==> src/design/bczr_pkg.sv <==
// Package for the byte class zone regime detector.
// Holds the widths, byte codes, class and event codes and the result layout.
// No dependencies; every other design file imports it.
`default_nettype none

package bczr_pkg;

  // Number of byte classes counted per zone.
  localparam int NUM_CLASSES = 6;

  // Class positions in the per-class vectors and arrays.
  localparam int CLS_SPACE = 0;
  localparam int CLS_QUOTE = 1;
  localparam int CLS_BRACE = 2;
  localparam int CLS_COLON = 3;
  localparam int CLS_COMMA = 4;
  localparam int CLS_HIGH  = 5;

  // Byte codes of the classes.
  localparam logic [7:0] BYTE_SPACE       = 8'h20;
  localparam logic [7:0] BYTE_QUOTE       = 8'h22;
  localparam logic [7:0] BYTE_BRACE_OPEN  = 8'h7B;
  localparam logic [7:0] BYTE_BRACE_CLOSE = 8'h7D;
  localparam logic [7:0] BYTE_COLON       = 8'h3A;
  localparam logic [7:0] BYTE_COMMA       = 8'h2C;

  // Field widths.
  localparam int DATA_W      = 64;
  localparam int LANE_CNT_W  = 4;
  localparam int COUNT_W     = 33;
  localparam int ZONE_SIZE_W = 32;
  localparam int INDEX_W     = 32;
  localparam int OFFSET_W    = 64;
  localparam int PPM_W       = 20;
  localparam int DELTA_W     = 23;
  localparam int KIND_W      = 2;
  localparam int PROD_W      = COUNT_W + PPM_W;

  // Parts per million scale.
  localparam logic [PPM_W-1:0] PPM_SCALE = 20'd1000000;

  // Stream and configuration widths.
  localparam int IN_TDATA_W  = 72;
  localparam int OUT_TDATA_W = 280;
  localparam int CFG_DATA_W  = 32;
  localparam int CFG_INDEX_W = 1;

  // Configuration register indexes and reset values.
  localparam logic [CFG_INDEX_W-1:0] REG_ZONE_SIZE       = 1'b0;
  localparam logic [CFG_INDEX_W-1:0] REG_EVENT_THRESHOLD = 1'b1;
  localparam logic [ZONE_SIZE_W-1:0] ZONE_SIZE_RST       = 32'd8388608;
  localparam logic [DELTA_W-1:0]     EVENT_THRESHOLD_RST = 23'd45000;

  // Event codes.
  localparam logic [KIND_W-1:0] EV_BOOT   = 2'd0;
  localparam logic [KIND_W-1:0] EV_REGIME = 2'd1;
  localparam logic [KIND_W-1:0] EV_STABLE = 2'd2;

  // One class hit flag per class, from one byte lane.
  typedef logic [NUM_CLASSES-1:0] class_flags_t;

  // Result item as it travels in m_tdata; zone_index sits in the lowest bits.
  typedef struct packed {
    logic [5:0]             pad;
    logic [KIND_W-1:0]      event_kind;
    logic [DELTA_W-1:0]     delta_ppm;
    logic [PPM_W-1:0]       high_bit_ppm;
    logic [PPM_W-1:0]       comma_ppm;
    logic [PPM_W-1:0]       colon_ppm;
    logic [PPM_W-1:0]       brace_ppm;
    logic [PPM_W-1:0]       quote_ppm;
    logic [PPM_W-1:0]       space_ppm;
    logic [COUNT_W-1:0]     zone_length;
    logic [OFFSET_W-1:0]    byte_offset;
    logic [INDEX_W-1:0]     zone_index;
  } out_item_t;

endpackage

`default_nettype wire

==> src/design/bczr_merge.sv <==
// Merging stage: adds the class flags of all byte lanes into per-class increments.
// Depends on bczr_pkg for the flag type and widths.
`default_nettype none

module bczr_merge
  import bczr_pkg::*;
#(
  parameter int LANES = 8
) (
  input  wire class_flags_t      flags [LANES],
  output logic [LANE_CNT_W-1:0]  inc   [NUM_CLASSES]
);

  // Each class sums at most eight single-bit hits.
  always_comb begin
    for (int c = 0; c < NUM_CLASSES; c++) begin
      inc[c] = '0;
      for (int l = 0; l < LANES; l++) begin
        inc[c] = inc[c] + LANE_CNT_W'(flags[l][c]);
      end
    end
  end

endmodule

`default_nettype wire

==> config.mk <==
export PLATFORM = sky130hd
export DESIGN_NAME = bczr_merge
export DESIGN_NICKNAME = d
export VERILOG_FILES = /design/src/design/bczr_pkg.sv /design/src/design/bczr_merge.sv
export SDC_FILE = /design/constraint.sdc
export NUM_CORES = 1
export LEC_CHECK = 0
export BUFFER_PORTS_ARGS = -buffer_cell sky130_fd_sc_hd__buf_4
export CAP_MARGIN = 15
export CORE_ASPECT_RATIO = 0.6
export CORE_MARGIN = 5
export CORE_UTILIZATION = 40
export DETAILED_ROUTE_END_ITERATION = 10
export PLACE_DENSITY = 0.78
export SLEW_MARGIN = 20
export SYNTH_ARGS = -nofsm -noshare
export SYNTH_HDL_FRONTEND = slang
export SYNTH_SLANG_ARGS = --single-unit
==> constraint.sdc <==
create_clock -name vclk -period 3.7
set_input_delay 0.555 -clock vclk [all_inputs]
set_output_delay 0.555 -clock vclk [all_outputs]
set_load 0.02 [all_outputs]
Word-level counts from Yosys, hierarchy flattened
Cells that the tools add are included.
{"block": "totals", "wordCells": 42, "output_inout_bits": 24, "ff_bits": 0, "in_bits": 48}
{"block": "classes", "n_addsub": 42}
{"op": "$add A4 B1 Y4", "n": 24}
{"op": "$add A3 B1 Y4", "n": 6}
{"op": "$add A2 B1 Y3", "n": 6}
{"op": "$add A1 B1 Y2", "n": 6}

Depth between registers and ports, before layout
{"block": "depth", "word_depth": 7, "mapped_depth": 9, "mapped_depth_nobuf": 9}

Worst setup path before layout
OpenSTA, ideal clock, no wires.
{"block": "synth_path", "path_type": "input port to output port", "startpoint": "input port flags[3] (netlist name)", "endpoint": "output port inc[10] (netlist name)", "t_required_ns": 3.145, "path_stages": 9, "slack_ns": 0.122, "t_arrival_ns": 3.023, "path_buffers": 0, "cell_sequence": "fa_1 > inv_1 > fa_1 > fa_1 > inv_1 > ha_1 > inv_1 > fa_1 > xnor2_1"}
{"item": "start: declaration", "line": "bczr_merge.sv:10", "rtl": "input wire class_flags_t flags [LANES],"}
{"item": "end: declaration", "line": "bczr_merge.sv:11", "rtl": "output logic [LANE_CNT_W-1:0] inc [NUM_CLASSES]"}

==> impl_metrics.json <==
{
  "status": "finished clean",
  "wl_per_cell_microns": 11.8,
  "p_per_area_nw_per_um2": 387,
  "holdPathEnd": "inc[12]",
  "fmax_mhz": 271,
  "total_power_mw": 0.689,
  "dieWidth_microns": 77.9,
  "crit_type": "primary input to output pin",
  "portBuffers": 72,
  "cp-end-kind": "output pin",
  "ys_types": 6,
  "die_area_sq_um": 3960,
  "core_area_sq_um": 2570,
  "maxSlewHeadroom_pct": 88.9,
  "antenna_found_initial": 0,
  "wl_mm": 2.83,
  "cts_setup_buffers": 0,
  "netlist_area_sq_um": 1110,
  "area_growth_pct": 60.7,
  "grt-ovfl-total": 0,
  "antenna_cells": 0,
  "clockBufferCount": 0,
  "setup_viol": 0,
  "hp-class": "primary input to output pin",
  "min_period_over_period_pct": 99.7,
  "grt_max_degree": 3,
  "holdCritStartpoint": "flags[14]",
  "drt-initial-drc-count": 2,
  "dp_hpwl_mm": 2.66,
  "gp_congestion": 0.858,
  "syn_area_per_cell_sq_um": 8.20,
  "rows": 14,
  "slew_violations": 0,
  "max_slew.worst_pin.slew_ns": 0.166,
  "dieHeight_microns": 50.8,
  "worst-path-max-fanout": 2,
  "rsz0062_at_grt": "true",
  "syn_inst": 135,
  "hold_depth": 3,
  "post_drt_via_cell_ratio": 4.15,
  "arrival_ns": 3.13,
  "drc": 0,
  "via_count": 993,
  "period_minus_slack_ns": 3.69,
  "grt_pass1_vias": 1131,
  "nets": 299,
  "seq_cells": 0,
  "dpl-instance-area_sq_um": 1690,
  "required_ns": 3.14,
  "drive_gt1_share_pct": 46.9,
  "fin_area_sq_um": 1780,
  "syn_nets": 225,
  "maxCapViolCount": 0,
  "drtAntennaViolNets": 0,
  "postLayoutCoreUtil_pct": 69.1,
  "p_leak_nw": 1.09,
  "yosysWarnings": 0,
  "start_util_pct": 43.0,
  "drtPass1Iterations": 2,
  "regArea_sq_um": 0,
  "io_pins": 72,
  "start_kind": "primary input",
  "grt_pass1_wl_mm": 4.73,
  "cts_hold_buf": 0,
  "tns_ns": 0,
  "finalHoldViolations": 0,
  "yosysSeqAreaShare_pct": 0,
  "ir_drop_v": 0.000260,
  "grt_util_all_layers_pct": 14.0
}
per-layer routing:
layer,GRT usage (%),share of wire [%],vias to the layer above
met1,19.1,41,460
met3,1.61,6.1,2
met5,0,0,-
met4,2.53,0.53,0
met2,24.5,53,30
li1,-,-,501
metrics by stage:
step	setup slack, ns	cells	hold slack [ns]
after floorplan	0.122	135	1.32
after global placement	0.0265	239	1.43
after detailed placement	-0.00608	239	1.43
after CTS	-0.0116	239	1.43
after global routing	-0.0924	239	1.45
final	0.0123	239	1.44
how the worst max path moves through the flow:
stage | startpoint | to | slack, ns | cells after the start
3_5_place_dp | flags[5] | inc[2] | -0.006 | 11
3_3_place_gp | flags[3] | inc[10] | 0.03 | 11
4_1_cts | flags[5] | inc[1] | -0.01 | 11
5_1_grt | flags[19] | inc[18] | -0.09 | 11
2_1_floorplan | flags[3] | inc[10] | 0.12 | 9
6_report | flags[19] | inc[18] | 0.01 | 11
layout by cell type, fill, tap and decap left out, drive strengths merged:
cell,instances
inv,75
buf,72
fa,24
ha,18
a21oi,6
nor2b,6
xnor2,6
area by class of cell:
class / instances / area, sq um
Inverter: 75 / 284
Multi-Input combinational cell: 60 / 881
Timing Repair Buffer: 72 / 574
Fill cell: 209 / 796
Tap cell: 32 / 40.0
Yosys cell counts:
master	count	share of area, %
a21oi_1	6	2.7
fa_1	24	43
ha_1	18	20
inv_1	75	25
nor2b_1	6	3.4
xnor2_1	6	4.7
report_power, final:
part           total (mW)  internal [mW]  switching, mW
registers               0              0              0
clock network           0              0              0
logic               0.689          0.329          0.359
total               0.689          0.329          0.359
worst max-delay path: stages:
cell     delay [ns]
buf_8          0.07
inv_4          0.03
fa_1           0.49
fa_1           0.58
fa_1           0.42
inv_1          0.08
ha_2           0.18
inv_2          0.04
fa_2           0.36
xnor2_2        0.17
buf_4          0.16
repair_timing:
action                                  in CTS  in global routing
pin swaps                                    2                  8
endpoints found under the setup margin       2                  9
endpoints found under the hold margin        0                  0
resized for setup                            2                 34
cell families (layout without fill, tap and decap cells):
logic type | after synthesis | in the layout | synth area share [%]
AO/OA/AOI/OAI | 6 | 6 | 2.71
AND/OR/NAND/NOR | 6 | 6 | 3.39
XOR/XNOR | 6 | 6 | 4.75
buffers and inverters | 75 | 147 | 25.4
adder cells (fa/ha/maj) | 42 | 42 | 63.7
(Power assumes the default switching activity.)
