==> config.mk <==
export PLATFORM = sky130hd
export DESIGN_NAME = bczr_lane
export DESIGN_NICKNAME = d
export VERILOG_FILES = /design/src/design/bczr_pkg.sv /design/src/design/bczr_lane.sv
export SDC_FILE = /design/constraint.sdc
export NUM_CORES = 1
export LEC_CHECK = 0
export BUFFER_PORTS_ARGS = -buffer_cell sky130_fd_sc_hd__buf_2
export CAP_MARGIN = 20
export CORE_AREA = 3 3 40 42
export DETAILED_ROUTE_END_ITERATION = 8
export DIE_AREA = 0 0 43 45
export PLACE_DENSITY = 0.41
export SLEW_MARGIN = 15
export SYNTH_ARGS = -nofsm -noshare
export SYNTH_HDL_FRONTEND = slang
export SYNTH_SLANG_ARGS = --single-unit
==> constraint.sdc <==
create_clock -name vclk -period 1.1
set_input_delay 0.165 -clock vclk [all_inputs]
set_output_delay 0.165 -clock vclk [all_outputs]
set_load 0.01 [all_outputs]
==> src/design/bczr_pkg.sv <==
// Package for the byte class zone regime detector.
// Holds the widths, byte codes, class and event codes and the result layout.
// No dependencies; every other design file imports it.
`default_nettype none

package bczr_pkg;

  // Number of byte classes counted per zone.
  localparam int NUM_CLASSES = 6;

  // Class positions in the per-class vectors and arrays.
  localparam int CLS_SPACE = 0;
  localparam int CLS_QUOTE = 1;
  localparam int CLS_BRACE = 2;
  localparam int CLS_COLON = 3;
  localparam int CLS_COMMA = 4;
  localparam int CLS_HIGH  = 5;

  // Byte codes of the classes.
  localparam logic [7:0] BYTE_SPACE       = 8'h20;
  localparam logic [7:0] BYTE_QUOTE       = 8'h22;
  localparam logic [7:0] BYTE_BRACE_OPEN  = 8'h7B;
  localparam logic [7:0] BYTE_BRACE_CLOSE = 8'h7D;
  localparam logic [7:0] BYTE_COLON       = 8'h3A;
  localparam logic [7:0] BYTE_COMMA       = 8'h2C;

  // Field widths.
  localparam int DATA_W      = 64;
  localparam int LANE_CNT_W  = 4;
  localparam int COUNT_W     = 33;
  localparam int ZONE_SIZE_W = 32;
  localparam int INDEX_W     = 32;
  localparam int OFFSET_W    = 64;
  localparam int PPM_W       = 20;
  localparam int DELTA_W     = 23;
  localparam int KIND_W      = 2;
  localparam int PROD_W      = COUNT_W + PPM_W;

  // Parts per million scale.
  localparam logic [PPM_W-1:0] PPM_SCALE = 20'd1000000;

  // Stream and configuration widths.
  localparam int IN_TDATA_W  = 72;
  localparam int OUT_TDATA_W = 280;
  localparam int CFG_DATA_W  = 32;
  localparam int CFG_INDEX_W = 1;

  // Configuration register indexes and reset values.
  localparam logic [CFG_INDEX_W-1:0] REG_ZONE_SIZE       = 1'b0;
  localparam logic [CFG_INDEX_W-1:0] REG_EVENT_THRESHOLD = 1'b1;
  localparam logic [ZONE_SIZE_W-1:0] ZONE_SIZE_RST       = 32'd8388608;
  localparam logic [DELTA_W-1:0]     EVENT_THRESHOLD_RST = 23'd45000;

  // Event codes.
  localparam logic [KIND_W-1:0] EV_BOOT   = 2'd0;
  localparam logic [KIND_W-1:0] EV_REGIME = 2'd1;
  localparam logic [KIND_W-1:0] EV_STABLE = 2'd2;

  // One class hit flag per class, from one byte lane.
  typedef logic [NUM_CLASSES-1:0] class_flags_t;

  // Result item as it travels in m_tdata; zone_index sits in the lowest bits.
  typedef struct packed {
    logic [5:0]             pad;
    logic [KIND_W-1:0]      event_kind;
    logic [DELTA_W-1:0]     delta_ppm;
    logic [PPM_W-1:0]       high_bit_ppm;
    logic [PPM_W-1:0]       comma_ppm;
    logic [PPM_W-1:0]       colon_ppm;
    logic [PPM_W-1:0]       brace_ppm;
    logic [PPM_W-1:0]       quote_ppm;
    logic [PPM_W-1:0]       space_ppm;
    logic [COUNT_W-1:0]     zone_length;
    logic [OFFSET_W-1:0]    byte_offset;
    logic [INDEX_W-1:0]     zone_index;
  } out_item_t;

endpackage

`default_nettype wire

==> src/design/bczr_lane.sv <==
// One byte lane: classifies a single byte into the six counted classes.
// Depends on bczr_pkg for the byte codes and the flag type.
`default_nettype none

module bczr_lane
  import bczr_pkg::*;
(
  input  wire logic [7:0]   lane_byte,
  input  wire logic         en,
  output class_flags_t      flags
);

  // A lane beyond the valid byte count raises no flag.
  always_comb begin
    flags = '0;
    flags[CLS_SPACE] = en && (lane_byte == BYTE_SPACE);
    flags[CLS_QUOTE] = en && (lane_byte == BYTE_QUOTE);
    flags[CLS_BRACE] = en && ((lane_byte == BYTE_BRACE_OPEN) ||
                              (lane_byte == BYTE_BRACE_CLOSE));
    flags[CLS_COLON] = en && (lane_byte == BYTE_COLON);
    flags[CLS_COMMA] = en && (lane_byte == BYTE_COMMA);
    flags[CLS_HIGH]  = en && lane_byte[7];
  end

endmodule

`default_nettype wire

Word level (Yosys, flattened, before mapping)
Cells that the tools add are included.
{ "totals": {"regBits": 0, "wordCells": 13} }
{ "classes": {"n_reduce_logical": 7, "n_eq_ne": 6} }
{ "op_table": {"columns": ["op", "count"], "rows": [
  ["equality test 8 x 6 -> 1 bit (second input constant)", 4],
  ["equality test 8 x 7 -> 1 bit (second input constant)", 2],
  ["logical AND 1 bit", 6],
  ["logical OR 1 bit", 1]
]} }

Longest topological paths before layout
Gate-level depths: netlist (run 1).
{ "logic_depth": {"word_depth": 3, "ltp_mapped": 2, "depth_no_buf": 2} }

Least setup slack after synthesis (run 1)
No wires, ideal clock.
{ "synth_path": {"path_type": "input to output", "start": "input lane_byte[0]", "end": "output flags[0]", "path_stages": 2, "arrival_time_ps": 919, "setup_slack_ps": 16, "n_path_buf": 0, "cell_sequence": "or3_1 -> nor4_1"} }
{ "synth_via": {"elab_chain_len": 2} }
{ "synth_lines": {"columns": ["element", "line", "text"], "rows": [
  ["start, declared", "bczr_lane.sv:8", "input wire logic [7:0] lane_byte,"],
  ["equality test 8 x 6 -> 1 bit", "bczr_lane.sv:16", "flags[CLS_SPACE] = en && (lane_byte == BYTE_SPACE);"],
  ["logical AND 1 bit", "bczr_lane.sv:16", null],
  ["end, declared", "bczr_lane.sv:10", "output class_flags_t flags"]
]} }
Every way passes these cells.

Final worst setup path (run 1)
{ "layout_path": {"start": "input lane_byte[6]", "end": "output flags[3]"} }
{ "layout_via": {"elab_chain_len": 2} }
{ "layout_lines": {"columns": ["element", "line", "text"], "rows": [
  ["equality test 8 x 6 -> 1 bit", "bczr_lane.sv:20", "flags[CLS_COLON] = en && (lane_byte == BYTE_COLON);"],
  ["logical AND 1 bit", "bczr_lane.sv:20", null]
]} }
Every way passes these cells.

==> results of run 1 <==
-- cell usage in the layout (no fill, tap or decap), drive strengths merged --
cell type   n
or4b        1
nand2       2
buf        19
nand3b      2
nor4        3
or3         1
nor3        1
xnor2       1
nand4bb     1
nor4b       1
and2        1
-- layer usage --
metal | wire (µm) | global-route usage (%)
met3 | 64 | 1.59
met1 | 307 | 9.33
met5 | 0 | 0
met4 | 0 | 0
met2 | 194 | 8.08
-- timing repair --
action	in CTS	in global routing
gates resized for setup	6	4
hold buffers	0	0
endpoints found under the setup margin	5	5
pin swaps	3	1
buffers inserted	0	1
-- final cells by class --
class	count	area (µm²)
fillers	147	983
multi-input cells	14	155
well taps	15	18.8
repair buffers	19	128
-- worst max path at each step --
stage | start | endpoint | slack, ns | depth (start not counted)
after floorplan | lane_byte[0] | flags[0] | 0.02 | 2
after global placement | lane_byte[0] | flags[0] | -0.19 | 4
after detailed placement | lane_byte[0] | flags[0] | -0.16 | 4
after CTS | lane_byte[6] | flags[3] | -0.1 | 4
after global routing | lane_byte[0] | flags[1] | -0.15 | 4
final | lane_byte[6] | flags[3] | -0.1 | 4
-- per-stage QoR --
stage / total power [W] / cells / utilization [%] / setup slack, ns
global route: 0.0000863 / 48 / 23.5 / -0.149
floorplan: 0.0000177 / 14 / - / 0.0156
finish: 0.0000805 / 48 / 23.5 / -0.0988
CTS: 0.0000699 / 47 / 20.9 / -0.0989
detailed placement: 0.0000555 / 47 / 17.5 / -0.159
global placement: 0.0000558 / 47 / 17.5 / -0.192
-- cells by family after synthesis --
family           Yosys count
AND/OR/NAND/NOR           13
XOR/XNOR                   1
-- report_power, final --
| part | internal [W] | switching, W |
|---|---|---|
| Combinational | 0.0000460 | 0.0000345 |
| Sequential | 0 | 0 |
| Clock | 0 | 0 |
| Total | 0.0000460 | 0.0000345 |
==> metrics.txt, run 1 <==
Mean Syn Cell Area=7.78 µm²; Routed wire per std cell=11.8 µm; Worst EP arrival=1.03 ns; CP Class=in -> out; WL final=566 µm; grt total ovfl=0; cell chain of the critical path=buf_6 > or4b_4 > nor3_2 > buf_2; top achievable clock speed=834 MHz; Mapped Cells=14; drt pass-1 iters=4; first-pass GRT wire length=917 µm; diodes inserted=0; Hold Path Sink=flags[5]; CP max stage delay=0.52 ns; status=finished with violations; P&R area growth vs syn=177%; synth top area cells=nor4_1 17%, nand3b_1 14%, nor4b_2 14%, nand4bb_1 10%, nor3_2 9.2%; Worst setup SP type=input pin; DP Area=225 µm²; DRC Markers=0; post-synth top area share=17.2%; max cap viols=0; failing checks=negative setup slack; Hold Path Origin=lane_byte[7]; Starting DRT DRC Count=6; Seq Cell Count=0; Max Fanout on Critical Path=2; period utilization=109%; Synth Area in Compound Gates=0%; Syn Std Cell Area=109 µm²; overall die width=43 µm; largest family of logic cells by synthesized area=simple AND/OR/NAND/NOR gates; final setup violation count=3; Total Routing Usage GR=5.81%; # rows=13; worst vdd ir=0.0887 mV; Seq/Total Area, Yosys=0%; Vias=193; Initial Utilization=8.47%; Netlist cell types=10; Slew Limit Fails=0; Pwr Density=267 nW/µm²; vias in the first global route=204; Hold WC Path Type=in -> out; Synth Area in XOR/XNOR=8.05%; GPL Wtd Cong=0.801; mux cell area share after synthesis=0%; post-route cell area=302 µm²; RSZ-0062 raised after global routing=true; most common cell in the netlist=nor4_1; final setup margin=-0.0988 ns; Post-Synth Simple-Gate Area=92.0%; Synthesis Warnings=0; Synth top cells by count=3 x nor4_1, 2 x nand2_1, 2 x nand3b_1; CLK BUF=0; hold slack final=0.648 ns; Port Buffer Count=15; dominant cell type by area after synthesis=nor4_1; Via density=4.02; Slew Limit Headroom=82.9%; min Tclk post-route=1.20 ns; net count reported at finish=44; CP bufs+invs=2; syn_nets=23; endpoint class of the critical path=output pin; I/O pins=15; initial antenna violation count=0; slew of the pin with the lowest slew margin=0.254 ns; CP top delay family=simple AND/OR/NAND/NOR gates; die area=1940 µm²; core area=1280 µm²; register area=0 µm²; leakage power=0.129 nW; Final Hold Fails=0; layout cells sized above 1=78.8%; chip height=45 µm; Detail Placement HPWL=450 µm; Synth Area in Adders=0%; Routed Antenna Nets=0; largest net degree at the start of global routing=5; CP max stage cell=or4b_4; hold depth=3; final setup TNS=-0.250 ns; CP Data Required Time=0.94 ns
Power figures use the tool's default switching activity.
==> run 2: changes to the inputs <==
--- a/config.mk
+++ b/config.mk
@@ -13,2 +13,3 @@
 export PLACE_DENSITY = 0.41
+export SETUP_SLACK_MARGIN = 0.15
 export SLEW_MARGIN = 15
==> constraint.sdc (replaced) <==
create_clock -name vclk -period 1.1
set_input_delay 0.33 -clock vclk [all_inputs]
set_output_delay 0.33 -clock vclk [all_outputs]
set_load 0.01 [all_outputs]
==> metrics.txt, run 2 (synthesis results as in run 1) <==
core area=1280 µm² (unchanged); commonest non-fill, non-tap cell in the layout=buf_2; DRC Markers=0 (unchanged); most frequent cells in the layout=11 x buf_2, 5 x buf_6, 4 x buf_4, 2 x nand3b_1, 2 x nor4_4; Initial Utilization=8.47% (unchanged); CLK BUF=0 (unchanged); leakage power=0.159 nW (+23%); Final Hold Fails=0 (unchanged); met3 Track Usage GR=0.398% (-1.2 points); status=finished with violations; chip height=45 µm (unchanged); Layout fillers=143 (-2.7%); final setup TNS=-1.93 ns (-1.68 ns); GR Util met2=10.2% (+2.1 points); diodes inserted=0 (unchanged); first-pass GRT wire length=917 µm (unchanged); GPL Wtd Cong=0.715 (-11%); largest net degree at the start of global routing=5 (unchanged); RSZ-0062 raised after global routing=true; Worst setup SP type=input pin; Pwr Density=283 nW/µm² (+6.2%); failing checks=negative setup slack; met1 Use GR=8.59% (-0.74 points); I/O pins=15 (unchanged); overall die width=43 µm (unchanged); Starting DRT DRC Count=0 (-6); vias in the first global route=224 (+9.8%); register area=0 µm² (unchanged); final setup violation count=5 (+2); slew of the pin with the lowest slew margin=0.227 ns (-0.0274 ns); CP Class=in -> out; period utilization=140% (+31 points); min Tclk post-route=1.54 ns (+0.338 ns); busiest grt layer=met2; Worst EP arrival=1.21 ns (+0.18 ns); Port Buffer Count=15 (unchanged); initial antenna violation count=0 (unchanged); Detail Placement HPWL=458 µm (+1.7%); multi-input logic area=191 µm² (+23%); P&R area growth vs syn=237%; grt total ovfl=0 (unchanged); Seq Cell Count=0 (unchanged); Via density=4.02 (about the same); Routed Antenna Nets=0 (unchanged); Max Fanout on Critical Path=3 (+1); Post-Place Worst Slack=-0.510 ns (-0.351 ns); Hold WC Path Type=in -> out; top achievable clock speed=651 MHz (-22%); layout cells sized above 1=91.4% (+13 points); die area=1940 µm² (unchanged); Vias=201 (+4.1%); endpoint class of the critical path=output pin; WL final=505 µm (-11%); # rows=13 (unchanged); worst vdd ir=0.116 mV (+31%); CP Data Required Time=0.77 ns (-0.17 ns); Slew Limit Headroom=84.7% (+1.9 points); Slew Limit Fails=0 (unchanged); net count reported at finish=46 (+4.5%); Routed wire per std cell=10.1 µm (-14%); drt pass-1 iters=1 (-3); Total Routing Usage GR=5.89% (+0.078 points); final setup margin=-0.437 ns (-0.338 ns); max cap viols=0 (unchanged)
==> run 2: cell types whose count changed in the layout (fill, tap and decap cells not counted), sizes merged <==
| cell | delta |
|---|---|
| buf | +2 |
==> run 2: layout make-up <==
class | count | area share [%]
multi-input combinational | 14 | 52.2
timing repair buffer | 21 | 42.7
tap | 15 | 5.12
==> run 2: final timing paths <==
check	cells after the start	startpoint	slack (ns)	end
max	4	lane_byte[0]	-0.44	flags[1]
min	3	lane_byte[7]	0.95	flags[5]
==> run 2: critical path, stage by stage <==
cell	delay, ns
buf_8	0.10
or3_4	0.40
nor4b_4	0.21
buf_2	0.16
==> run 2: repair_timing <==
action	4_1_cts	5_1_grt
hold buffers	0	0
endpoints found under the hold margin	0	0
setup buffers	1	0
endpoints found under the setup margin	6	6
gates resized for setup	9	4
pin swaps	4	1
==> run 2: where the power goes <==
group	internal, W	switching, W
Combinational	0.0000604	0.0000435
Sequential	0	0
Clock	0	0
Total	0.0000604	0.0000435
==> run 2: per-layer routing <==
layer | routed length, µm | vias up
met5 | 0 | -
met4 | 0 | 0
met3 | 78 | 0
met2 | 193 | 15
met1 | 233 | 86
li1 | - | 100
==> run 2: per-stage QoR <==
| stage | power (W) | instances | hold WS [ns] | area [µm²] | util [%] |
|---|---|---|---|---|---|
| detailed placement | 0.0000793 | 49 | 0.982 | 302 | 23.5 |
| global placement | 0.0000759 | 49 | 0.973 | 302 | 23.5 |
| CTS | 0.0000959 | 50 | 0.956 | 347 | 27.0 |
| global route | 0.000112 | 50 | 0.973 | 367 | 28.5 |
| finish | 0.000104 | 50 | 0.952 | 367 | 28.5 |
| floorplan | 0.0000298 | 14 | 0.686 | 170 | - |
==> run 3: changes to the inputs <==
--- a/config.mk
+++ b/config.mk
@@ -12,2 +12,3 @@
 export DIE_AREA = 0 0 43 45
+export GPL_TIMING_DRIVEN = 0
 export PLACE_DENSITY = 0.41
==> constraint.sdc (replaced) <==
create_clock -name vclk -period 1.1
set_input_delay 0.055 -clock vclk [all_inputs]
set_output_delay 0.055 -clock vclk [all_outputs]
set_load 0.01 [all_outputs]
==> metrics.txt, run 3 (synthesis results as in run 1) <==
register area=0 µm² (unchanged); Slew Limit Fails=0 (unchanged); commonest non-fill, non-tap cell in the layout=buf_2; largest net degree at the start of global routing=6 (+1); Starting DRT DRC Count=7 (+7); # rows=13 (unchanged); Port Buffer Count=15 (unchanged); DRC Markers=0 (unchanged); worst vdd ir=0.0752 mV (-35%); Vias=171 (-15%); Routed Antenna Nets=0 (unchanged); overall die width=43 µm (unchanged); P&R area growth vs syn=108%; core area=1280 µm² (unchanged); drt pass-1 iters=4 (+3); chip height=45 µm (unchanged); DP Area=203 µm² (-33%); WL final=486 µm (-3.8%); grt total ovfl=0 (unchanged); leakage power=0.0934 nW (-41%); CP Class=in -> out; Hold WC Path Type=in -> out; net count reported at finish=40 (-13%); slew of the pin with the lowest slew margin=0.285 ns (+0.0580 ns); Worst setup SP type=input pin; layout cells sized above 1=65.5% (-26 points); Pwr Density=243 nW/µm² (-14%); Routed wire per std cell=11.0 µm (+9.4%); vias in the first global route=181 (-19%); period utilization=94.0% (-46 points); Max Fanout on Critical Path=5 (+2); RSZ-0062 raised after global routing=true; final setup margin=0.0662 ns (+0.503 ns); total power after layout=0.0000551 W (-47%); first-pass GRT wire length=862 µm (-6.0%); Seq Cell Count=0 (unchanged); hold depth=3 (unchanged); max cap viols=0 (unchanged); Final Hold Fails=0 (unchanged); GPL Wtd Cong=0.762 (+6.6%); Worst EP arrival=0.98 ns (-0.23 ns); endpoint class of the critical path=output pin; Post-CTS Setup Bufs=0 (-1); CLK BUF=0 (unchanged); diodes inserted=0 (unchanged); CP Data Required Time=1.04 ns (+0.27 ns); final setup TNS=0 ns (+1.93 ns); Slew Limit Headroom=80.8% (-3.9 points); Via density=3.89 (-3.3%); hold_buf cts=0 (unchanged); Hold Path Sink=flags[1]; Post-Place Worst Slack=0.0538 ns (+0.564 ns); initial antenna violation count=0 (unchanged); most frequent cells in the layout=13 x buf_2, 2 x nand3b_1, 2 x nand2_1, 2 x nor4_1, 2 x buf_6; post-route cell area=226 µm² (-38%); die area=1940 µm² (unchanged); min Tclk post-route=1.03 ns (-0.503 ns); Hold Path Origin=lane_byte[6]; final setup violation count=0 (-5); I/O pins=15 (unchanged); status=completed; Total Routing Usage GR=5.47% (-0.42 points); Initial Utilization=8.47% (unchanged); hold slack final=0.421 ns (-0.531 ns); top achievable clock speed=967 MHz (+49%)
## run 3: final cells by class
| cell class | count | area (µm²) |
|---|---|---|
| Fill cell | 153 | 1060 |
| Multi-Input combinational cell | 14 | 120 |
| Tap cell | 15 | 18.8 |
| Timing Repair Buffer | 15 | 87.6 |
## run 3: worst max-delay path by stage
| stage | from | to | slack [ns] | cells past startpoint |
|---|---|---|---|---|
| final | lane_byte[6] | flags[3] | 0.07 | 4 |
| after global routing | lane_byte[6] | flags[3] | 0.005 | 4 |
| after CTS | lane_byte[6] | flags[3] | 0.05 | 4 |
| after detailed placement | lane_byte[0] | flags[3] | 0.05 | 4 |
| after global placement | lane_byte[0] | flags[0] | 0.04 | 4 |
| after floorplan | lane_byte[0] | flags[0] | 0.24 | 2 |
## run 3: routing by layer
metal	part of all wire [%]	global-route usage, %	vias to the layer above
li1	-	-	89
met1	55	9.52	68
met2	30	6.29	14
met4	0	0	0
met3	15	1.99	0
met5	0	0	-
## run 3: worst max-delay path: stages
cell and delay (ns):
buf_2 0.13, or4b_1 0.52, nor3_2 0.13, buf_2 0.15
## run 3: where the power goes
part	switching [W]	internal, W	leakage (nW)
logic	0.0000261	0.0000290	0.0934
registers	0	0	0
clock network	0	0	0
## run 3: what timing repair did
| item | CTS | global route |
|---|---|---|
| pin swaps | 1 | 1 |
| setup endpoints to repair | 3 | 5 |
| gates resized for setup | 3 | 1 |
## run 3: stage by stage
| stage | util (%) | std cells |
|---|---|---|
| 4_1_cts | 17.1 | 44 |
| 2_1_floorplan | - | 14 |
| 3_5_place_dp | 15.8 | 44 |
| 3_3_place_gp | 15.8 | 44 |
| 6_report | 17.6 | 44 |
| 5_1_grt | 17.6 | 44 |
