**src/design/bczr_pkg.sv**
```systemverilog
// Package for the byte class zone regime detector.
// Holds the widths, byte codes, class and event codes and the result layout.
// No dependencies; every other design file imports it.
`default_nettype none

package bczr_pkg;

  // Number of byte classes counted per zone.
  localparam int NUM_CLASSES = 6;

  // Class positions in the per-class vectors and arrays.
  localparam int CLS_SPACE = 0;
  localparam int CLS_QUOTE = 1;
  localparam int CLS_BRACE = 2;
  localparam int CLS_COLON = 3;
  localparam int CLS_COMMA = 4;
  localparam int CLS_HIGH  = 5;

  // Byte codes of the classes.
  localparam logic [7:0] BYTE_SPACE       = 8'h20;
  localparam logic [7:0] BYTE_QUOTE       = 8'h22;
  localparam logic [7:0] BYTE_BRACE_OPEN  = 8'h7B;
  localparam logic [7:0] BYTE_BRACE_CLOSE = 8'h7D;
  localparam logic [7:0] BYTE_COLON       = 8'h3A;
  localparam logic [7:0] BYTE_COMMA       = 8'h2C;

  // Field widths.
  localparam int DATA_W      = 64;
  localparam int LANE_CNT_W  = 4;
  localparam int COUNT_W     = 33;
  localparam int ZONE_SIZE_W = 32;
  localparam int INDEX_W     = 32;
  localparam int OFFSET_W    = 64;
  localparam int PPM_W       = 20;
  localparam int DELTA_W     = 23;
  localparam int KIND_W      = 2;
  localparam int PROD_W      = COUNT_W + PPM_W;

  // Parts per million scale.
  localparam logic [PPM_W-1:0] PPM_SCALE = 20'd1000000;

  // Stream and configuration widths.
  localparam int IN_TDATA_W  = 72;
  localparam int OUT_TDATA_W = 280;
  localparam int CFG_DATA_W  = 32;
  localparam int CFG_INDEX_W = 1;

  // Configuration register indexes and reset values.
  localparam logic [CFG_INDEX_W-1:0] REG_ZONE_SIZE       = 1'b0;
  localparam logic [CFG_INDEX_W-1:0] REG_EVENT_THRESHOLD = 1'b1;
  localparam logic [ZONE_SIZE_W-1:0] ZONE_SIZE_RST       = 32'd8388608;
  localparam logic [DELTA_W-1:0]     EVENT_THRESHOLD_RST = 23'd45000;

  // Event codes.
  localparam logic [KIND_W-1:0] EV_BOOT   = 2'd0;
  localparam logic [KIND_W-1:0] EV_REGIME = 2'd1;
  localparam logic [KIND_W-1:0] EV_STABLE = 2'd2;

  // One class hit flag per class, from one byte lane.
  typedef logic [NUM_CLASSES-1:0] class_flags_t;

  // Result item as it travels in m_tdata; zone_index sits in the lowest bits.
  typedef struct packed {
    logic [5:0]             pad;
    logic [KIND_W-1:0]      event_kind;
    logic [DELTA_W-1:0]     delta_ppm;
    logic [PPM_W-1:0]       high_bit_ppm;
    logic [PPM_W-1:0]       comma_ppm;
    logic [PPM_W-1:0]       colon_ppm;
    logic [PPM_W-1:0]       brace_ppm;
    logic [PPM_W-1:0]       quote_ppm;
    logic [PPM_W-1:0]       space_ppm;
    logic [COUNT_W-1:0]     zone_length;
    logic [OFFSET_W-1:0]    byte_offset;
    logic [INDEX_W-1:0]     zone_index;
  } out_item_t;

endpackage

`default_nettype wire

```
**src/design/bczr_ppm_div.sv**
```systemverilog
// Parts per million unit: floor(count * 1000000 / total) by restoring division.
// Multiplies and loads on start, then one quotient bit per cycle; uses bczr_pkg.
`default_nettype none

module bczr_ppm_div
  import bczr_pkg::*;
(
  input  wire logic               clk,
  input  wire logic               rst,
  input  wire logic               start,
  input  wire logic [COUNT_W-1:0] count,
  input  wire logic [COUNT_W-1:0] total,
  output logic                    done,
  output logic [PPM_W-1:0]        ppm
);

  localparam int STEP_W = $clog2(PPM_W);
  localparam logic [STEP_W-1:0] STEP_LAST = STEP_W'(PPM_W - 1);

  logic              busy;
  logic [STEP_W-1:0] step;
  logic [COUNT_W-1:0] rem;
  logic [COUNT_W-1:0] den;
  logic [PPM_W-1:0]   sh;
  logic               den_zero;

  logic [PROD_W-1:0]  prod;
  logic [COUNT_W:0]   rem_sh;
  logic               ge;
  logic [COUNT_W-1:0] rem_next;

  // The count never exceeds the total, so the quotient fits in PPM_W bits and
  // the upper product bits start below the divisor.
  assign prod = PROD_W'(count) * PROD_W'(PPM_SCALE);

  // One restoring step: shift in the next dividend bit, subtract if it fits.
  assign rem_sh   = {rem, sh[PPM_W-1]};
  assign ge       = rem_sh >= {1'b0, den};
  assign rem_next = ge ? COUNT_W'(rem_sh - {1'b0, den}) : rem_sh[COUNT_W-1:0];

  // Control: busy flag, step counter and the done pulse.
  always_ff @(posedge clk) begin
    if (rst) begin
      busy <= 1'b0;
      step <= '0;
      done <= 1'b0;
    end else begin
      done <= 1'b0;
      if (start) begin
        busy <= 1'b1;
        step <= '0;
      end else if (busy) begin
        step <= step + 1'b1;
        if (step == STEP_LAST) begin
          busy <= 1'b0;
          done <= 1'b1;
        end
      end
    end
  end

  // Datapath: partial remainder and the dividend bits that turn into quotient bits.
  always_ff @(posedge clk) begin
    if (start) begin
      rem      <= prod[PROD_W-1:PPM_W];
      sh       <= prod[PPM_W-1:0];
      den      <= total;
      den_zero <= (total == '0);
    end else if (busy) begin
      rem <= rem_next;
      sh  <= {sh[PPM_W-2:0], ge};
    end
  end

  // An empty zone reports zero for every class.
  assign ppm = den_zero ? '0 : sh;

endmodule

`default_nettype wire

```
**config.mk**
```make
export PLATFORM = sky130hd
export DESIGN_NAME = bczr_ppm_div
export DESIGN_NICKNAME = d
export VERILOG_FILES = /design/src/design/bczr_pkg.sv /design/src/design/bczr_ppm_div.sv
export SDC_FILE = /design/constraint.sdc
export NUM_CORES = 1
export LEC_CHECK = 0
export ABC_AREA = 1
export CAP_MARGIN = 25
export CORE_UTILIZATION = 35
export CTS_BUF_LIST = sky130_fd_sc_hd__clkbuf_16
export DETAILED_ROUTE_END_ITERATION = 10
export DONT_BUFFER_PORTS = 1
export PLACE_DENSITY_LB_ADDON = 0.1
export SLEW_MARGIN = 15
export SYNTH_ARGS = -nofsm -noshare
export SYNTH_HDL_FRONTEND = slang
export SYNTH_SLANG_ARGS = --single-unit
```
**constraint.sdc**
```tcl
create_clock -name clk -period 6.4 [get_ports clk]
set_input_delay 0.32 -clock clk [delete_from_list [all_inputs] [get_ports clk]]
set_output_delay 0.32 -clock clk [all_outputs]
set_load 0.05 [all_outputs]
```
==> Yosys cells after proc, flatten, opt, wreduce, memory -nomap -nowiden <==
Index checks and enable logic that the tools add are counted.
W data, S select, Z words.
{ "op_classes": {"magnitude_cmp": 1, "muxes": 10, "mul": 1, "n_eq_ne": 1, "reduce_logical": 4, "addsub": 2, "bitwise": 1} }
{ "op_table": {"columns": ["op", "n"], "rows": [
  ["$mux W33", 3],
  ["$mux W20", 3],
  ["$mul A33 B14 Y47 const B", 1],
  ["$ge A34 B33 Y1", 1],
  ["$logic_not A33 Y1", 1],
  ["$sub A33 B33 Y33", 1],
  ["$add A5 B1 Y5 const B", 1],
  ["$eq A5 B5 Y1 const B", 1],
  ["$mux W1", 4],
  ["$reduce_or A3 Y1", 1],
  ["$reduce_bool A2 Y1", 1],
  ["$reduce_or A2 Y1", 1],
  ["$not A1 Y1", 1]
]} }
{ "totals": {"wordCells": 28, "in_bits": 69, "output_inout_bits": 21, "regBits": 94} }

==> Longest topological paths before layout <==
Gate-level depths: netlist of run 1.
{ "depth": {"word_depth": 4, "mapped_depth": 24} }

==> Worst setup path before layout of run 1 <==
OpenSTA, ideal clock, no wires.
{ "synth_path": {"path_type": "input-to-reg", "start": "input port count[10]", "end": "register rem[30] (data pin)", "arrival_time_ns": 4.545, "required_ns": 6.148, "path_stages": 22, "path_slack_ns": 1.602, "n_path_buf": 0, "setup_time_ns": 0.252, "cell_sequence": "inv_1 > fa_1 > inv_1 > fa_1 > fa_1 > fa_1 > ha_1 > inv_1 > fa_1 > inv_1 > ha_1 > nand2_1 > nor2_1 > nand2_1 > nor2_1 > nand2_1 > nand3_1 > nand2_1 > nand2_1 > nand2_1 > nand3_1 > nand2_1"} }
{ "synth_between": {"elab_chain_len": 2} }
{ "synth_lines": {"columns": ["item", "line_no", "rtl"], "rows": [
  ["start, declared", "bczr_ppm_div.sv:11", "input wire logic [COUNT_W-1:0] count,"],
  ["$mul A33 B14 Y47", "bczr_ppm_div.sv:34", "assign prod = PROD_W'(count) * PROD_W'(PPM_SCALE);"],
  ["$mux W33", "bczr_ppm_div.sv:64", "if (start) begin"],
  ["end signal, assigned", "bczr_ppm_div.sv:65", "rem <= prod[PROD_W-1:PPM_W];"],
  ["end signal, assigned", "bczr_ppm_div.sv:70", "rem <= rem_next;"],
  ["end, declared", "bczr_ppm_div.sv:22", "logic [COUNT_W-1:0] rem;"]
]} }
Every way passes these cells.
A chain may end at the register's enable or synchronous reset.

==> Final worst setup path of run 1 <==
{ "layout_path": {"start": "input port count[19]", "end": "register rem[32] (data pin)"} }
The elaborated chain is that of the path after synthesis.

==> results of run 1 <==
==> sequential cells by signal, indices dropped and copies added, names as in the netlist <==
register and count:
den 33, rem 33, sh 20, step 5, busy 1, den_zero 1, done 1
==> final cells by class <==
cell class,count,share of cell area (%)
Timing Repair Buffer,2,0.0944
Multi-Input combinational cell,1476,64.7
Sequential cell,94,16.9
Inverter,516,12.2
Clock inverter,7,0.496
Clock buffer,9,1.42
Tap cell,539,4.24
==> cells in the final DEF (no fill, tap or decap), types with 11 or more instances in the layout <==
cell / count
a21oi_1: 60
dfxtp_1: 13
edfxtp_1: 81
fa_1: 141
ha_1: 190
inv_1: 516
nand2_1: 617
nand3_1: 131
nand3b_1: 35
nand4_1: 17
nor2_1: 154
o21ai_0: 37
o22ai_1: 11
xnor2_1: 15
==> per-layer routing <==
layer	vias up	track usage (%)	part of all wire (%)
met5	-	0	0
met4	0	3.65	0.97
met2	173	32.7	47
met1	5753	27.7	49
li1	6454	-	-
met3	19	1.77	3.0
==> logic make-up (layout without fill, tap and decap cells) <==
kind of cell | count (synthesis) | count (layout) | share of synthesized area [%]
simple gates | 998 | 998 | 28.0
fa+ha+maj | 331 | 331 | 34.5
xor+xnor | 24 | 24 | 1.40
flops | 94 | 94 | 17.9
compound gates | 123 | 123 | 4.41
buf+inv | 538 | 534 | 13.8
==> critical path, stage by stage <==
cell and delay (ns):
inv_1 0.24, fa_1 0.50, fa_1 0.55, inv_1 0.05
fa_1 0.56, fa_1 0.43, ha_1 0.29, inv_1 0.05
fa_1 0.50, inv_1 0.04, ha_1 0.39, nand2_1 0.13
nor2_1 0.18, nand2_1 0.14, nor3_1 0.32, nand3_1 0.24
nand3_1 0.14, nand2_1 0.05, nand3_1 0.06, nand2_1 0.06
==> through the flow <==
stage | hold WS, ns | setup slack, ns | util, % | instances
final | 0.0419 | 1.25 | 37.8 | 2643
after global routing | 0.0225 | 0.862 | 37.8 | 2643
after CTS | 0.0129 | 1.22 | 37.8 | 2643
after detailed placement | 0.419 | 0.843 | 37.0 | 2627
after global placement | 0.419 | 0.799 | 37.0 | 2627
after floorplan | 0.419 | 1.60 | - | 2108
==> how the worst min path moves through the flow <==
stage / startpoint / to / slack [ns] / cells after the start
floorplan: total[0] / den[0] / 0.42 / 0
global placement: total[29] / den[29] / 0.42 / 0
detailed placement: total[29] / den[29] / 0.42 / 0
CTS: total[14] / den[14] / 0.01 / 0
global route: total[14] / den[14] / 0.02 / 0
finish: total[21] / den[21] / 0.04 / 0
==> impl_metrics.tcl, run 1 <==
set metrics [dict create \
    drive_gt1_share_pct 1.57 \
    reg2regPathDepth 12 \
    skew_ns 0.0139 \
    rsz0062_at_grt "false" \
    netlist_top_cells_count "nand2_1 (618), inv_1 (516), ha_1 (190), nor2_1 (154), fa_1 (141)" \
    die_w_um 209 \
    die_h_um 209 \
    r2r-end "rem[23]" \
    relSlewSlack_pct 36.0 \
    antenna_found_initial 0 \
    dp_hpwl_um 36300 \
    synth_fp_nets 2508 \
    synth_top_flop_cell "edfxtp_1" \
    drv_slew 0 \
    vias 12400 \
    cts_root_buf "clkbuf_16" \
    yosys_warnings 0 \
    dpl_cell_area_sq_mm 0.0156 \
    htreeDepth 3 \
    synth-async-reset-ratio_pct 0 \
    cts_buffers 9 \
    min_period_ns 5.15 \
    r2r_slack_ns 3.25 \
    drt_drc_violations_left 0 \
    clock_path_buffers 2 \
    status "complete, no violations" \
    cts.sinks 94 \
    fmax_mhz 194 \
    place_congestion 0.896 \
    cts_tree "done" \
    clk_latency_ns 0.38 \
    synth.most_common_cell "nand2_1" \
    syn_inst 2108 \
    start_util_pct 35.7 \
    hold_viol_final 0 \
    grt_overflow_total 0 \
    finalCritPeriodShare_pct 80.5 \
    syn_avg_cell_area_sq_um 7.14 \
    grt_max_degree 74 \
    drtAntennaViolNets 0 \
    crit_arrival_ns 5.27 \
    synth_top_cell_area_share_pct 18.8 \
    n_antenna_cell 0 \
    drt_first_pass_iters 5 \
    synth_edf_count 81 \
    setup_viol 0 \
    synth_area_sq_mm 0.0151 \
    cts_hold_buf 0 \
    core_sq_mm 0.0421 \
    crit_end "rem[32]" \
    grt_pass1_vias 12400 \
    avgViaCountPerCell 4.69 \
    start_kind "input pin" \
    critical_path.startpoint "count[19]" \
    clkSlewWorstSetupHoldPaths_ns 0.07 \
    n_fill_cell 4500 \
    synthTopCellsByArea "fa_1 (19%), edfxtp_1 (16%), ha_1 (16%), nand2_1 (15%), inv_1 (13%)" \
    area_growth_pct 5.69 \
    track_usage_pct 19.6 \
    avgRoutedWirePerCell_um 15.9 \
    ioPinCount 90 \
    drt_iter0_drc 607 \
    yosys.area.top_type "fa_1" \
    reg2reg_from "rem[23]" \
    cts_resized 0 \
    final_nets 2499 \
    multi_input_area_sq_mm 0.0103 \
    ys_ff_latch 94 \
    seq_area_sq_mm 0.00269 \
    seq_area_frac_synth_pct 17.9 \
    grt_pass1_wl_um 67300 \
    wirelength_um 42000 \
    dieArea_sq_mm 0.0438 \
    rows 75 \
    critical_path_class "input pin to register" \
    port_buffers 0 \
    fin_setup_tns_ns 0 \
    hold_class "input pin to register" \
    final_cell_area_sq_mm 0.0159 \
    cap_violations 0 \
    cts_setup_buffers 0 \
    crit_fanout 5 \
    tightest_slew_ns 0.956 \
    endpoint_kind "register" \
    yosysUniqueCellTypes 34 \
    cp.required_ns 6.52 \
]
Power of run 1 is not shown: default switching activity piles up to over one toggle a cycle in this logic, so the estimate is an artifact.
==> run 2, diff against run 1 <==
Settings changed: ABC_AREA 1 to 0.
Clock period 6.4 ns to 4.8 ns, I/O delays scaled along.
==> run 2 against run 1 <==
Effect of this change: the run now ends with setup timing left; hold slack lost 0.0048 ns; non-clock buffer count grew 158; register-to-register slack lost 2.0 ns; core utilization grew 6.1 points; cell area grew 1.6%; area after synthesis shrank 12%; global-route usage shrank 1.6 points.
==> impl_metrics.tcl, run 2 <==
set metrics [dict create \
    clk_latency_ns 0.35 \
    endpoint_kind "register" \
    worstHoldStart "start" \
    ioPinCount 90 \
    drtAntennaViolNets 0 \
    grt_pass1_wl_um 54900 \
    worst_hold_slack_ns 0.0372 \
    setup_viol 21 \
    skew_ns 0.00850 \
    drt_drc_violations_left 0 \
    synthTopCellsByArea "fa_1 (21%), edfxtp_1 (18%), ha_1 (18%), inv_1 (7.1%), a21oi_1 (4.4%)" \
    cp.required_ns 4.90 \
    crit_slowest_cell "fa_1" \
    port_buffers 0 \
    hold_class "input pin to register" \
    finalCritPeriodShare_pct 106 \
    reg2reg_from "rem[12]" \
    antenna_found_initial 0 \
    cts.sinks 94 \
    synth.most_common_cell "inv_1" \
    dp_hpwl_um 27800 \
    synth-async-reset-ratio_pct 0 \
    synth_area_sq_mm 0.0132 \
    violations "setup timing" \
    final_cell_mix "inv_1 (229), ha_1 (172), fa_1 (140), buf_4 (113), a21oi_1 (90)" \
    final_common_cell "inv_1" \
    slowest_delay_ns 0.59 \
    rows 70 \
    cts_root_buf "clkbuf_16" \
    dp.cells 1984 \
    yosysUniqueCellTypes 72 \
    r2r_slack_ns 1.25 \
    crit_fanout 5 \
    n_antenna_cell 0 \
    drive_gt1_share_pct 18.4 \
    cts_tree "done" \
    avgViaCountPerCell 4.86 \
    synth_top_cell_area_share_pct 21.3 \
    synth_fp_nets 1803 \
    yosys_warnings 0 \
    synth_top_flop_cell "edfxtp_1" \
    htreeDepth 3 \
    cts_buffers 9 \
    yosys.area.top_type "fa_1" \
    start_kind "input pin" \
    r2r-end "rem[9]" \
    fmax_mhz 197 \
    drt_first_pass_iters 4 \
    worst_slack_ns -0.283 \
    critical_path.startpoint "count[6]" \
    drv_slew 0 \
    syn_avg_cell_area_sq_um 9.44 \
    grt_overflow_total 0 \
    final_nets 1938 \
    min_period_ns 5.08 \
    reg2regPathDepth 10 \
    start_util_pct 35.9 \
    hold_viol_final 0 \
    rsz0062_at_grt "true" \
    grt_max_degree 95 \
    place_congestion 0.821 \
    dp_slack_ns -0.773 \
    reg_top3 "den: 33 flops, rem: 33 flops, sh: 20 flops" \
    wirelength_um 34000 \
    core_sq_mm 0.0369 \
    track_usage_pct 18.0 \
    holdPathStages 0 \
    dieArea_sq_mm 0.0386 \
    clkSlewWorstSetupHoldPaths_ns 0.06 \
    path_buf_inv 5 \
    die_w_um 196 \
    final_cells 2047 \
    drt_iter0_drc 471 \
    cap_violations 0 \
    tightest_slew_ns 0.998 \
    grt_pass1_vias 10300 \
    status "finished, violations left" \
    netlist_top_cells_count "inv_1 (250), ha_1 (190), fa_1 (141), a21oi_1 (116), edfxtp_1 (81)" \
    worst_hold_path.endpoint "den[21]" \
    avgRoutedWirePerCell_um 16.6 \
    vias 9951 \
    crit_family "adder cells" \
    seq_area_frac_synth_pct 20.3 \
    critical_path_class "input pin to register" \
    area_growth_pct 22.0 \
    crit_chain "clkinvlp_4 > fa_1 > inv_1 > fa_1 > fa_1 > fa_1 > ha_4 > inv_2 > fa_1 > inv_2 > ha_4 > nand2_2 > or3_4 > a211o_1 > nand4_1 > nand3_2 > buf_4 > nand3_2 > a21oi_4 > o2111ai_2 > o21ai_1" \
    syn_inst 1403 \
    relSlewSlack_pct 33.3 \
    synth_edf_count 81 \
    crit_top_cell "fa_1" \
    ys_ff_latch 94 \
    crit_arrival_ns 5.19 \
    clock_path_buffers 2 \
    die_h_um 196 \
]
-- run 2: cell type report --
cell class                      count  area, sq um
Clock buffer                        9          225
Sequential cell                    94         2690
Tap cell                          504          631
Timing Repair Buffer              160         1350
Inverter                          251          976
Fill cell                        3627        20700
Multi-Input combinational cell   1022        10200
Clock inverter                      7          113
-- run 2: repair_timing --
item                                    CTS  global route
endpoints found under the setup margin   23            28
hold buffers                             35             2
setup buffers                             9             6
gates resized for setup                  72            55
endpoints found under the hold margin    47             1
pin swaps                                74            45
-- run 2: worst max path at each step --
stage	to	slack (ns)	cells after the start
after CTS	rem[31]	-0.30	20
after floorplan	rem[30]	-0.38	21
after global placement	rem[29]	-0.73	20
after global routing	rem[32]	-0.46	21
final	rem[32]	-0.28	21
after detailed placement	rem[20]	-0.77	18
-- run 2: metal layers --
metal  share of wire, %  vias up  global-route usage, %
li1                   -     5102                      -
met1                 54     4727                   28.0
met2                 42      108                   26.6
met3                2.4       14                   1.88
met4               0.81        0                   3.44
met5                  0        -                      0
-- run 2: metrics by stage --
step / setup TNS [ns] / util, % / area [sq um]
floorplan: -4.44 / - / 13500
global placement: -15.26 / 40.2 / 14800
detailed placement: -16.32 / 40.2 / 14800
CTS: -3.38 / 43.1 / 15900
global route: -7.65 / 43.8 / 16200
finish: -3.44 / 43.8 / 16200
-- run 2: worst reg2reg max path, cell delays in order, from the launching register on --
cell and delay [ns]:
edfxtp_1 0.42, ha_1 0.45, nand4_2 0.20, nor4_4 0.43
o31ai_2 0.19, a311oi_2 0.39, o21ai_2 0.16, a31o_2 0.37
buf_12 0.22, a211oi_1 0.41, a21oi_1 0.07
-- run 2: cells by family after synthesis --
kind of cell	synth area share [%]
AO/OA/AOI/OAI	15.9
adder cells (fa/ha/maj)	39.3
buffers and inverters	8.42
AND/OR/NAND/NOR	10.6
flip-flops	20.3
XOR/XNOR	4.37
multiplexers	1.08
Power of run 2 is left out for the same reason.
